===== config.mk =====
export PLATFORM = sky130hd
export DESIGN_NAME = requester_id_record_table_flat
export DESIGN_NICKNAME = d
export VERILOG_FILES = /design/src/rtl/rit_pkg.sv /design/src/rtl/rit_ifs.sv /design/src/rtl/rit_ram.sv /design/src/rtl/requester_id_record_table.sv /design/src/flat_wrapper.sv
export VERILOG_INCLUDE_DIRS = /design/src /design/src/rtl
export SDC_FILE = /design/constraint.sdc
export NUM_CORES = 2
export LEC_CHECK = 0
export BUFFER_PORTS_ARGS = -buffer_cell sky130_fd_sc_hd__buf_2
export CAP_MARGIN = 20
export CORE_ASPECT_RATIO = 0.75
export CORE_MARGIN = 2
export CORE_UTILIZATION = 40
export CTS_BUF_LIST = sky130_fd_sc_hd__clkbuf_8
export DETAILED_ROUTE_END_ITERATION = 6
export PLACE_DENSITY = 0.62
export RECOVER_POWER = 50
export SETUP_SLACK_MARGIN = 0.3
export SYNTH_ARGS = -nofsm -noshare
export SYNTH_HDL_FRONTEND = slang
export SYNTH_SLANG_ARGS = --single-unit

===== constraint.sdc =====
create_clock -name clk -period 10.5 [get_ports clk]
set_input_delay 1.05 -clock clk [delete_from_list [all_inputs] [get_ports clk]]
set_output_delay 1.05 -clock clk [all_outputs]
set_load 0.02 [all_outputs]

===== src/rtl/requester_id_record_table_defines.svh =====
// Assertion macros shared by the requester id record table RTL
`ifndef REQUESTER_ID_RECORD_TABLE_DEFINES_SVH
`define REQUESTER_ID_RECORD_TABLE_DEFINES_SVH

// Same-cycle implication, disabled while reset is asserted
`define RIT_ASSERT_NOW(label, clk, rst_n, ante, cons, msg) \
  label: assert property (@(posedge clk) disable iff (!rst_n) (ante) |-> (cons)) \
    else $error(msg);

// Next-cycle implication, disabled while reset is asserted
`define RIT_ASSERT_NEXT(label, clk, rst_n, ante, cons, msg) \
  label: assert property (@(posedge clk) disable iff (!rst_n) (ante) |=> (cons)) \
    else $error(msg);

`endif


===== src/rtl/rit_pkg.sv =====
// Types and constants of the requester id record table
package rit_pkg;

  localparam int unsigned SEG_W      = 16;
  localparam int unsigned BUS_W      = 8;
  localparam int unsigned DEVFN_W    = 8;
  localparam int unsigned OWNER_W    = 4;
  localparam int unsigned QDEP_W     = 8;
  localparam int unsigned SID_W      = 16;
  localparam int unsigned KEY_W      = 32;
  localparam int unsigned STATUS_W   = 3;
  localparam int unsigned OUT_IDX_W  = 6;
  localparam int unsigned CMD_W      = 2;

  // largest ATS invalidate queue depth a request may ask for
  localparam logic [QDEP_W-1:0] MAX_QUEUE_DEPTH = 8'd32;

  typedef enum logic [CMD_W-1:0] {
    CMD_ALLOC  = 2'd0,
    CMD_LOOKUP = 2'd1,
    CMD_REMOVE = 2'd2
  } cmd_t;

  typedef enum logic [STATUS_W-1:0] {
    ST_OK       = 3'd0,
    ST_INVALID  = 3'd1,
    ST_NOPERM   = 3'd2,
    ST_BUSY     = 3'd3,
    ST_NOSPACE  = 3'd4,
    ST_NOTFOUND = 3'd5
  } status_t;

  // stored record, 26 bits
  typedef struct packed {
    logic [QDEP_W-1:0] qdepth;
    logic              ats_en;
    logic              ats_sup;
    logic [SID_W-1:0]  source_id;
  } rec_t;

  localparam int unsigned REC_W = $bits(rec_t);

  typedef struct packed {
    logic [CMD_W-1:0]   cmd;
    logic [SEG_W-1:0]   segment;
    logic [BUS_W-1:0]   bus;
    logic [DEVFN_W-1:0] devfn;
    logic [OWNER_W-1:0] owner_id;
    logic [SEG_W-1:0]   owner_segment;
    logic               ats_sup;
    logic               ats_en;
    logic [QDEP_W-1:0]  qdepth;
    logic               in_satc;
    logic               owner_dit;
    logic [SID_W-1:0]   source_id;
  } in_beat_t;

endpackage


===== src/rtl/rit_ifs.sv =====
// Valid/ready channel interfaces for request and result beats
interface rit_in_if;
  logic                          valid;
  logic                          ready;
  logic [rit_pkg::CMD_W-1:0]     cmd;
  logic [rit_pkg::SEG_W-1:0]     segment;
  logic [rit_pkg::BUS_W-1:0]     bus;
  logic [rit_pkg::DEVFN_W-1:0]   devfn;
  logic [rit_pkg::OWNER_W-1:0]   owner_id;
  logic [rit_pkg::SEG_W-1:0]     owner_segment;
  logic                          ats_sup;
  logic                          ats_en;
  logic [rit_pkg::QDEP_W-1:0]    qdepth;
  logic                          in_satc;
  logic                          owner_dit;
  logic [rit_pkg::SID_W-1:0]     source_id;

  modport source (
    output valid, cmd, segment, bus, devfn, owner_id, owner_segment,
           ats_sup, ats_en, qdepth, in_satc, owner_dit, source_id,
    input  ready
  );
  modport sink (
    input  valid, cmd, segment, bus, devfn, owner_id, owner_segment,
           ats_sup, ats_en, qdepth, in_satc, owner_dit, source_id,
    output ready
  );
endinterface

interface rit_out_if;
  logic                          valid;
  logic                          ready;
  logic [rit_pkg::STATUS_W-1:0]  status;
  logic [rit_pkg::OUT_IDX_W-1:0] slot_index;
  logic [rit_pkg::SID_W-1:0]     stored_source_id;
  logic                          stored_ats_sup;
  logic                          stored_ats_en;
  logic [rit_pkg::QDEP_W-1:0]    stored_qdepth;

  modport source (
    output valid, status, slot_index, stored_source_id, stored_ats_sup,
           stored_ats_en, stored_qdepth,
    input  ready
  );
  modport sink (
    input  valid, status, slot_index, stored_source_id, stored_ats_sup,
           stored_ats_en, stored_qdepth,
    output ready
  );
endinterface


===== src/rtl/rit_ram.sv =====
// Generic single-write, single-read RAM with registered read data
module rit_ram #(
  parameter int unsigned WIDTH = 26,
  parameter int unsigned DEPTH = 64
) (
  input  logic                     clk,
  input  logic                     we,
  input  logic [$clog2(DEPTH)-1:0] waddr,
  input  logic [WIDTH-1:0]         wdata,
  input  logic                     re,
  input  logic [$clog2(DEPTH)-1:0] raddr,
  output logic [WIDTH-1:0]         rdata
);

  logic [WIDTH-1:0] mem [DEPTH];

  always_ff @(posedge clk) begin
    if (we) begin
      mem[waddr] <= wdata;
    end
    if (re) begin
      rdata <= mem[raddr];
    end
  end

endmodule


===== src/rtl/requester_id_record_table.sv =====
// Requester id record table: keyed device records with first-free allocation
//
//   channel | dir | beat
//   --------+-----+---------------------------------------------------
//   in_ch   | in  | command, requester key, owner, ATS and SATC info
//   out_ch  | out | status, slot index, stored record
//
// One beat per cycle sustained while out_ch.ready is high; a result passes the
// input register, then the result register with the record RAM read.
// Key match and first-free search run combinationally in parallel over all slots.
// Reset clears the used map at once; keys, owners and records are not reset.
// A stalled result holds the pipe; in_ch.ready drops only when both stages fill.
`include "requester_id_record_table_defines.svh"

module requester_id_record_table #(
  parameter int unsigned SLOTS = 64
) (
  input  logic     clk,
  input  logic     rst_n,
  rit_in_if.sink   in_ch,
  rit_out_if.source out_ch
);

  localparam int unsigned IDX_W = $clog2(SLOTS);

  // request stage
  logic              a_valid_r;
  rit_pkg::in_beat_t a_r;
  logic              a_fire;
  logic              b_free;

  // table
  logic [SLOTS-1:0]                 used_r;
  logic [SLOTS-1:0]                 used_nxt;
  logic [rit_pkg::KEY_W-1:0]        key_r   [SLOTS];
  logic [rit_pkg::OWNER_W-1:0]      owner_r [SLOTS];

  // search results
  logic [rit_pkg::KEY_W-1:0] key;
  logic [SLOTS-1:0]          key_hit;
  logic [SLOTS-1:0]          own_hit;
  logic                      key_any;
  logic                      own_any;
  logic [IDX_W-1:0]          hit_idx;
  logic [IDX_W-1:0]          free_idx;
  logic                      free_any;

  // decode
  rit_pkg::status_t   status_nxt;
  logic [IDX_W-1:0]   slot_nxt;
  rit_pkg::rec_t      rec_nxt;
  rit_pkg::rec_t      new_rec;
  logic               use_ram_nxt;
  logic               alloc_ok;
  logic               rd_req;
  logic               rm_ok;
  logic [IDX_W+5:0]   slot_ext;

  // result stage
  logic                              b_valid_r;
  rit_pkg::status_t                  status_r;
  logic [rit_pkg::OUT_IDX_W-1:0]     slot_r;
  rit_pkg::rec_t                     rec_r;
  logic                              use_ram_r;
  logic [rit_pkg::REC_W-1:0]         ram_rdata;
  rit_pkg::rec_t                     out_rec;

  assign b_free      = !b_valid_r || out_ch.ready;
  assign in_ch.ready = !a_valid_r || b_free;
  assign a_fire      = a_valid_r && b_free;

  always_ff @(posedge clk) begin
    if (!rst_n) begin
      a_valid_r <= 1'b0;
    end else if (in_ch.ready) begin
      a_valid_r <= in_ch.valid;
    end
    if (in_ch.valid && in_ch.ready) begin
      a_r <= '{cmd: in_ch.cmd, segment: in_ch.segment, bus: in_ch.bus,
               devfn: in_ch.devfn, owner_id: in_ch.owner_id,
               owner_segment: in_ch.owner_segment,
               ats_sup: in_ch.ats_sup, ats_en: in_ch.ats_en,
               qdepth: in_ch.qdepth, in_satc: in_ch.in_satc,
               owner_dit: in_ch.owner_dit, source_id: in_ch.source_id};
    end
  end

  // fully associative match and first-free priority encoder
  assign key = {a_r.segment, a_r.bus, a_r.devfn};

  always_comb begin
    hit_idx  = '0;
    free_idx = '0;
    for (int i = 0; i < SLOTS; i++) begin
      key_hit[i] = used_r[i] && (key_r[i] == key);
      own_hit[i] = key_hit[i] && (owner_r[i] == a_r.owner_id);
      // keys are unique among used slots, so at most one hit
      if (key_hit[i]) begin
        hit_idx = hit_idx | IDX_W'(i);
      end
    end
    for (int i = SLOTS - 1; i >= 0; i--) begin
      if (!used_r[i]) begin
        free_idx = IDX_W'(i);
      end
    end
  end

  assign key_any  = |key_hit;
  assign own_any  = |own_hit;
  assign free_any = !(&used_r);

  always_comb begin
    new_rec.source_id = (a_r.in_satc && a_r.owner_dit) ? {a_r.bus, a_r.devfn}
                                                       : a_r.source_id;
    new_rec.ats_sup   = a_r.ats_sup;
    new_rec.ats_en    = a_r.ats_en;
    new_rec.qdepth    = a_r.qdepth;
  end

  always_comb begin
    status_nxt  = rit_pkg::ST_INVALID;
    slot_nxt    = '0;
    rec_nxt     = '0;
    use_ram_nxt = 1'b0;
    alloc_ok    = 1'b0;
    rd_req      = 1'b0;
    rm_ok       = 1'b0;
    unique case (rit_pkg::cmd_t'(a_r.cmd))
      rit_pkg::CMD_ALLOC: begin
        if (a_r.segment != a_r.owner_segment || a_r.qdepth > rit_pkg::MAX_QUEUE_DEPTH ||
            (a_r.ats_en && !a_r.ats_sup)) begin
          status_nxt = rit_pkg::ST_INVALID;
        end else if (!a_r.in_satc && (a_r.ats_sup || a_r.ats_en)) begin
          status_nxt = rit_pkg::ST_NOPERM;
        end else if (key_any) begin
          status_nxt = rit_pkg::ST_BUSY;
        end else if (!free_any) begin
          status_nxt = rit_pkg::ST_NOSPACE;
        end else begin
          status_nxt = rit_pkg::ST_OK;
          slot_nxt   = free_idx;
          rec_nxt    = new_rec;
          alloc_ok   = 1'b1;
        end
      end
      rit_pkg::CMD_LOOKUP: begin
        if (a_r.segment != a_r.owner_segment) begin
          status_nxt = rit_pkg::ST_INVALID;
        end else if (!own_any) begin
          status_nxt = rit_pkg::ST_NOTFOUND;
        end else begin
          status_nxt  = rit_pkg::ST_OK;
          slot_nxt    = hit_idx;
          use_ram_nxt = 1'b1;
          rd_req      = 1'b1;
        end
      end
      rit_pkg::CMD_REMOVE: begin
        if (!key_any) begin
          status_nxt = rit_pkg::ST_NOTFOUND;
        end else begin
          status_nxt  = rit_pkg::ST_OK;
          slot_nxt    = hit_idx;
          use_ram_nxt = 1'b1;
          rd_req      = 1'b1;
          rm_ok       = 1'b1;
        end
      end
      default: begin
        status_nxt = rit_pkg::ST_INVALID;
      end
    endcase
  end

  // reported slot number is masked to the output width
  assign slot_ext = {6'b0, slot_nxt};

  always_comb begin
    used_nxt = used_r;
    if (a_fire && alloc_ok) begin
      used_nxt[free_idx] = 1'b1;
    end
    if (a_fire && rm_ok) begin
      used_nxt[hit_idx] = 1'b0;
    end
  end

  always_ff @(posedge clk) begin
    if (!rst_n) begin
      used_r <= '0;
    end else begin
      used_r <= used_nxt;
    end
    if (a_fire && alloc_ok) begin
      key_r[free_idx]   <= key;
      owner_r[free_idx] <= a_r.owner_id;
    end
  end

  rit_ram #(
    .WIDTH (rit_pkg::REC_W),
    .DEPTH (SLOTS)
  ) u_rec_ram (
    .clk   (clk),
    .we    (a_fire && alloc_ok),
    .waddr (free_idx),
    .wdata (new_rec),
    .re    (a_fire && rd_req),
    .raddr (hit_idx),
    .rdata (ram_rdata)
  );

  // result register
  always_ff @(posedge clk) begin
    if (!rst_n) begin
      b_valid_r <= 1'b0;
    end else if (b_free) begin
      b_valid_r <= a_valid_r;
    end
    if (a_fire) begin
      status_r  <= status_nxt;
      slot_r    <= slot_ext[5:0];
      rec_r     <= rec_nxt;
      use_ram_r <= use_ram_nxt;
    end
  end

  assign out_rec = use_ram_r ? rit_pkg::rec_t'(ram_rdata) : rec_r;

  assign out_ch.valid            = b_valid_r;
  assign out_ch.status           = status_r;
  assign out_ch.slot_index       = slot_r;
  assign out_ch.stored_source_id = out_rec.source_id;
  assign out_ch.stored_ats_sup   = out_rec.ats_sup;
  assign out_ch.stored_ats_en    = out_rec.ats_en;
  assign out_ch.stored_qdepth    = out_rec.qdepth;

  `RIT_ASSERT_NOW(a_key_unique, clk, rst_n, 1'b1, $onehot0(key_hit), "duplicate key in table")
  `RIT_ASSERT_NEXT(a_alloc_sets_used, clk, rst_n, a_fire && alloc_ok, used_r[$past(free_idx)], "allocated slot not marked used")
  `RIT_ASSERT_NOW(a_nospace_only_full, clk, rst_n, a_valid_r && status_nxt == rit_pkg::ST_NOSPACE, &used_r, "no space reported with a free slot")
  `RIT_ASSERT_NEXT(a_remove_frees, clk, rst_n, a_fire && rm_ok, !used_r[$past(hit_idx)], "removed slot still marked used")

endmodule

===== src/flat_wrapper.sv =====
// flat-port wrapper written by rule: the top's interface ports become plain ports
module requester_id_record_table_flat 
#(
  parameter int unsigned SLOTS = 64
)
  (clk, rst_n, in_ch_valid, in_ch_cmd, in_ch_segment, in_ch_bus, in_ch_devfn, in_ch_owner_id, in_ch_owner_segment, in_ch_ats_sup, in_ch_ats_en, in_ch_qdepth, in_ch_in_satc, in_ch_owner_dit, in_ch_source_id, in_ch_ready, out_ch_valid, out_ch_status, out_ch_slot_index, out_ch_stored_source_id, out_ch_stored_ats_sup, out_ch_stored_ats_en, out_ch_stored_qdepth, out_ch_ready);
  rit_in_if in_ch_i ();
  rit_out_if out_ch_i ();
  input  logic clk;
  input  logic rst_n;
  input wire logic [$bits(in_ch_i.valid)-1:0] in_ch_valid;
  input wire logic [$bits(in_ch_i.cmd)-1:0] in_ch_cmd;
  input wire logic [$bits(in_ch_i.segment)-1:0] in_ch_segment;
  input wire logic [$bits(in_ch_i.bus)-1:0] in_ch_bus;
  input wire logic [$bits(in_ch_i.devfn)-1:0] in_ch_devfn;
  input wire logic [$bits(in_ch_i.owner_id)-1:0] in_ch_owner_id;
  input wire logic [$bits(in_ch_i.owner_segment)-1:0] in_ch_owner_segment;
  input wire logic [$bits(in_ch_i.ats_sup)-1:0] in_ch_ats_sup;
  input wire logic [$bits(in_ch_i.ats_en)-1:0] in_ch_ats_en;
  input wire logic [$bits(in_ch_i.qdepth)-1:0] in_ch_qdepth;
  input wire logic [$bits(in_ch_i.in_satc)-1:0] in_ch_in_satc;
  input wire logic [$bits(in_ch_i.owner_dit)-1:0] in_ch_owner_dit;
  input wire logic [$bits(in_ch_i.source_id)-1:0] in_ch_source_id;
  output wire logic [$bits(in_ch_i.ready)-1:0] in_ch_ready;
  output wire logic [$bits(out_ch_i.valid)-1:0] out_ch_valid;
  output wire logic [$bits(out_ch_i.status)-1:0] out_ch_status;
  output wire logic [$bits(out_ch_i.slot_index)-1:0] out_ch_slot_index;
  output wire logic [$bits(out_ch_i.stored_source_id)-1:0] out_ch_stored_source_id;
  output wire logic [$bits(out_ch_i.stored_ats_sup)-1:0] out_ch_stored_ats_sup;
  output wire logic [$bits(out_ch_i.stored_ats_en)-1:0] out_ch_stored_ats_en;
  output wire logic [$bits(out_ch_i.stored_qdepth)-1:0] out_ch_stored_qdepth;
  input wire logic [$bits(out_ch_i.ready)-1:0] out_ch_ready;
  assign in_ch_i.valid = in_ch_valid;
  assign in_ch_i.cmd = in_ch_cmd;
  assign in_ch_i.segment = in_ch_segment;
  assign in_ch_i.bus = in_ch_bus;
  assign in_ch_i.devfn = in_ch_devfn;
  assign in_ch_i.owner_id = in_ch_owner_id;
  assign in_ch_i.owner_segment = in_ch_owner_segment;
  assign in_ch_i.ats_sup = in_ch_ats_sup;
  assign in_ch_i.ats_en = in_ch_ats_en;
  assign in_ch_i.qdepth = in_ch_qdepth;
  assign in_ch_i.in_satc = in_ch_in_satc;
  assign in_ch_i.owner_dit = in_ch_owner_dit;
  assign in_ch_i.source_id = in_ch_source_id;
  assign in_ch_ready = in_ch_i.ready;
  assign out_ch_valid = out_ch_i.valid;
  assign out_ch_status = out_ch_i.status;
  assign out_ch_slot_index = out_ch_i.slot_index;
  assign out_ch_stored_source_id = out_ch_i.stored_source_id;
  assign out_ch_stored_ats_sup = out_ch_i.stored_ats_sup;
  assign out_ch_stored_ats_en = out_ch_i.stored_ats_en;
  assign out_ch_stored_qdepth = out_ch_i.stored_qdepth;
  assign out_ch_i.ready = out_ch_ready;
  requester_id_record_table #(.SLOTS(SLOTS)) u_core (.clk(clk), .rst_n(rst_n), .in_ch(in_ch_i), .out_ch(out_ch_i));
endmodule

==> flow_metrics.py <==
metrics = {
    "pwr": {
        "power_density_nw_per_um2": 170,
        "p_switching_mw": 7.51,
        "power_leakage_nw": 59.5,
        "p_int_mw": 24.6,
        "comb_power_share_pct": 4.2,
        "seq_power_share_pct": 57.4,
        "ir_worst_vdd_mv": 0.115,
        "pwr-share-clk_pct": 38.4,
        "netSwitchingFraction_pct": 23.4,
    },
    "placement": {
        "dp_hpwl_um": 368000,
        "dpl.cell_count": 16000,
        "place_congestion": 0.973,
        "portBuffers": 122,
    },
    "critical_path": {
        "critPathRequiredTime_ps": 11260,
        "path_class": "reg2reg",
        "cp.arrival_ps": 10100,
        "worst-r2r-cell-count": 10,
        "r2r-start": "u_core.a_r[44]$_DFFE_PP_",
        "r2r-end": "u_core.u_rec_ram.rdata[10]$_DFFE_PP_",
        "cp_max_fo": 80,
        "startpoint_type": "flop",
        "rrSetupSlack_ps": 1160,
        "cp-end-kind": "flop",
    },
    "yosys": {
        "avgSynthCellArea_um2": 16.5,
        "ys_seq_area_share_pct": 73.9,
        "synthArstFlopShare_pct": 0,
        "syn_inst": 10300,
        "post_synth_num_cell_types": 92,
        "synth_seq_cells": 4178,
        "syn-cell-area_um2": 169000,
        "synth_edf_count": 4112,
        "ys_warn_count": 0,
        "synth_flop_cell": "edfxtp_1",
    },
    "hold_path": {
        "worstHoldStart": "in_ch_owner_id[3]",
        "worstHoldPathType": "in2reg",
        "whs_path_depth": 1,
        "min_to": "u_core.a_r[47]$_DFFE_PP_",
    },
    "finish": {
        "synthToLayoutAreaGrowth_pct": 11.9,
        "nNetsFinal": 11100,
        "layout-drive-gt1-share_pct": 12.1,
        "instances_no_fill": 17100,
    },
    "cts": {
        "cts_tree": "yes",
        "cts.sinks": 4178,
        "cts-resized-gates": 0,
        "cts-htree-levels": 6,
        "cts-root-buf": "clkbuf_8",
        "clk_latency_ps": 1150,
        "clk_transition_reported_paths_ps": 60,
        "cts_setup_buffers": 0,
        "numCtsBuffers": 620,
        "hold_buffers": 0,
        "cts_buffer_depth": 4,
    },
    "drt": {
        "viasPerCell": 6.02,
        "wl_per_cell_um": 34.6,
        "routed_wl_um": 592000,
        "drc": 6,
        "dr.pass1.iters": 7,
        "drt_iter0_drc": 19300,
        "ant_nets": 0,
        "vias": 103000,
    },
    "global_routing": {
        "grt_pass1_vias": 96700,
        "grt_antenna_before_repair": 62,
        "grt_pass1_wl_um": 802000,
        "grt_usage_pct": 26.7,
        "grt-ovfl-total": 0,
        "grt_max_degree": 101,
    },
    "floorplan": {
        "fp.dieW_um": 755,
        "floorplan.rows": 206,
        "pin_count": 123,
        "start_util_pct": 40.2,
        "die_h_um": 567,
        "core_um2": 420000,
        "die-area_um2": 428000,
    },
    "timing": {
        "worstMarginPinSlew_ps": 5710,
        "fin_tns_setup_ps": 0,
        "period_share_pct": 88.9,
        "hold_viol": 0,
        "post-route-min-period_ps": 9340,
        "finalMaxSlewViolations": 3254,
        "slew_headroom_pct": -281,
        "rsz0062_at_grt": "no",
        "fmax_ghz": 0.107,
        "finalSetupViolations": 0,
        "fin_skew_ps": 134,
    },
    "job": {
        "cap_violations": 95,
    },
    "run_status": {
        "violations": "DRC, capacitance limit, slew limit",
        "outcome": "finished with violations",
    },
}
==> sequential cells by signal, summed over array words and instances (netlist names) <==
| name | cells |
|---|---|
| u_core.out_ch.status | 3 |
| u_core.key_r | 2048 |
| u_core.rec_r | 26 |
| u_core.use_ram_r | 1 |
| u_core.u_rec_ram.rdata | 26 |
| u_core.a_valid_r | 1 |
| u_core.a_r | 82 |
| u_core.owner_r | 256 |
| u_core.used_r | 64 |
| u_core.u_rec_ram.mem | 1664 |
| u_core.out_ch.valid | 1 |
| u_core.out_ch.slot_index | 6 |
==> cells in the mapped netlist (all sizes together), types with 30 or more instances <==
cell type,n,area (um^2)
edfxtp,4112,123000
xor2,1202,10500
xnor2,1094,9580
nand2,537,2020
nand4,376,2390
buf,371,2870
nor4,321,2060
a21oi,191,960
a22oi,175,1310
nor2,167,644
nand3,158,796
nor3,149,836
clkbuf,137,514
o21ai,117,589
mux2i,113,1130
a22o,109,955
a221oi,97,850
a222oi,91,911
a31oi,68,425
dfxtp,66,1320
mux2,55,619
o22ai,50,313
inv,48,180
o221a,44,495
o2bb2ai,39,342
or4,39,297
and2,36,225
and3,30,188
==> placed cells by master (no fill, tap or decap), types with 49 or more instances in the layout <==
master,instances
a21oi_1,189
a221oi_1,96
a222oi_1,91
a22o_1,109
a22oi_1,175
a31oi_1,67
buf_12,62
buf_2,90
buf_4,266
clkbuf_1,234
clkbuf_8,641
clkinv_1,151
dfxtp_1,66
edfxtp_1,4112
inv_1,249
mux2_2,49
mux2i_1,113
nand2_1,532
nand3_1,156
nand4_1,371
nor2_1,128
nor3_1,116
nor4_1,308
o21ai_0,114
o22ai_1,50
xnor2_1,1094
xor2_1,1202
==> cells by family after synthesis <==
kind of cell	count (synthesis)	synth area share [%]
AOI/OAI and AO/OA	1151	5.09
muxes	168	1.04
xor gates and xnor gates	2296	11.9
other	1	0.00222
buffers and inverters	556	2.11
DFF	4178	73.9
adders and majority gates	4	0.0296
and+or+nand+nor	1903	5.99
==> power groups by stage <==
stage	Combinational (mW)	Clock (mW)	Sequential [mW]
after floorplan	0.709	0	18.8
final	1.34	12.3	18.5
after global routing	1.40	13.1	18.4
after global placement	1.33	0	18.8
after detailed placement	1.35	0	18.8
after CTS	1.36	12.4	18.4
==> routing by layer <==
metal	wire length, um	vias up	track usage, %
met3	99500	1112	11.8
met4	19300	22	7.63
met1	242000	52900	39.5
met5	165	-	0
met2	231000	8111	35.2
li1	-	41000	-
==> critical path: stages, from the launching register on <==
cell      delay [ps]
edfxtp_1         340
clkbuf_1        3950
buf_4           1050
xnor2_1          150
nand4_1          130
o22ai_1          340
nor4_1          1170
nand4_1          550
a32o_1           550
and3_1           220
buf_4            340
==> worst max path at each step <==
| stage | from | to | slack [ps] |
|---|---|---|---|
| after CTS | u_core.a_r[70]$_DFFE_PP_ | u_core.key_r[49][13]$_DFFE_PP_ | 2590 |
| after floorplan | u_core.a_r[58]$_DFFE_PP_ | u_core.used_r[24]$_SDFF_PN0_ | 1160 |
| after global placement | u_core.a_r[70]$_DFFE_PP_ | u_core.u_rec_ram.rdata[1]$_DFFE_PP_ | 2670 |
| after global routing | u_core.a_r[64]$_DFFE_PP_ | u_core.key_r[49][10]$_DFFE_PP_ | 1090 |
| final | u_core.a_r[44]$_DFFE_PP_ | u_core.u_rec_ram.rdata[10]$_DFFE_PP_ | 1160 |
| after detailed placement | u_core.a_r[70]$_DFFE_PP_ | u_core.key_r[51][5]$_DFFE_PP_ | 2630 |
==> stage by stage <==
step           hold WS (ps)  setup slack (ps)  instance area [um^2]  total power [mW]  util [%]
2_1_floorplan           463              1160                169000              19.5         -
3_3_place_gp            507              2670                178000              20.1      42.5
3_5_place_dp            519              2630                179000              20.1      42.6
4_1_cts                31.0              2590                190000              32.2      45.2
5_1_grt                77.7              1090                189000              33.0      45.0
6_report                113              1160                189000              32.1      45.0
==> cell type report <==
type | count | area [um^2]
timing repair buffer | 661 | 4770
clock inverter | 440 | 2120
clock buffer | 641 | 8820
sequential | 4178 | 125000
inverter | 48 | 180
antenna | 28 | 70.1
tap | 5616 | 7030
fill | 36500 | 231000
multi-input combinational | 5524 | 41300
Power figures use the tool's default switching activity.
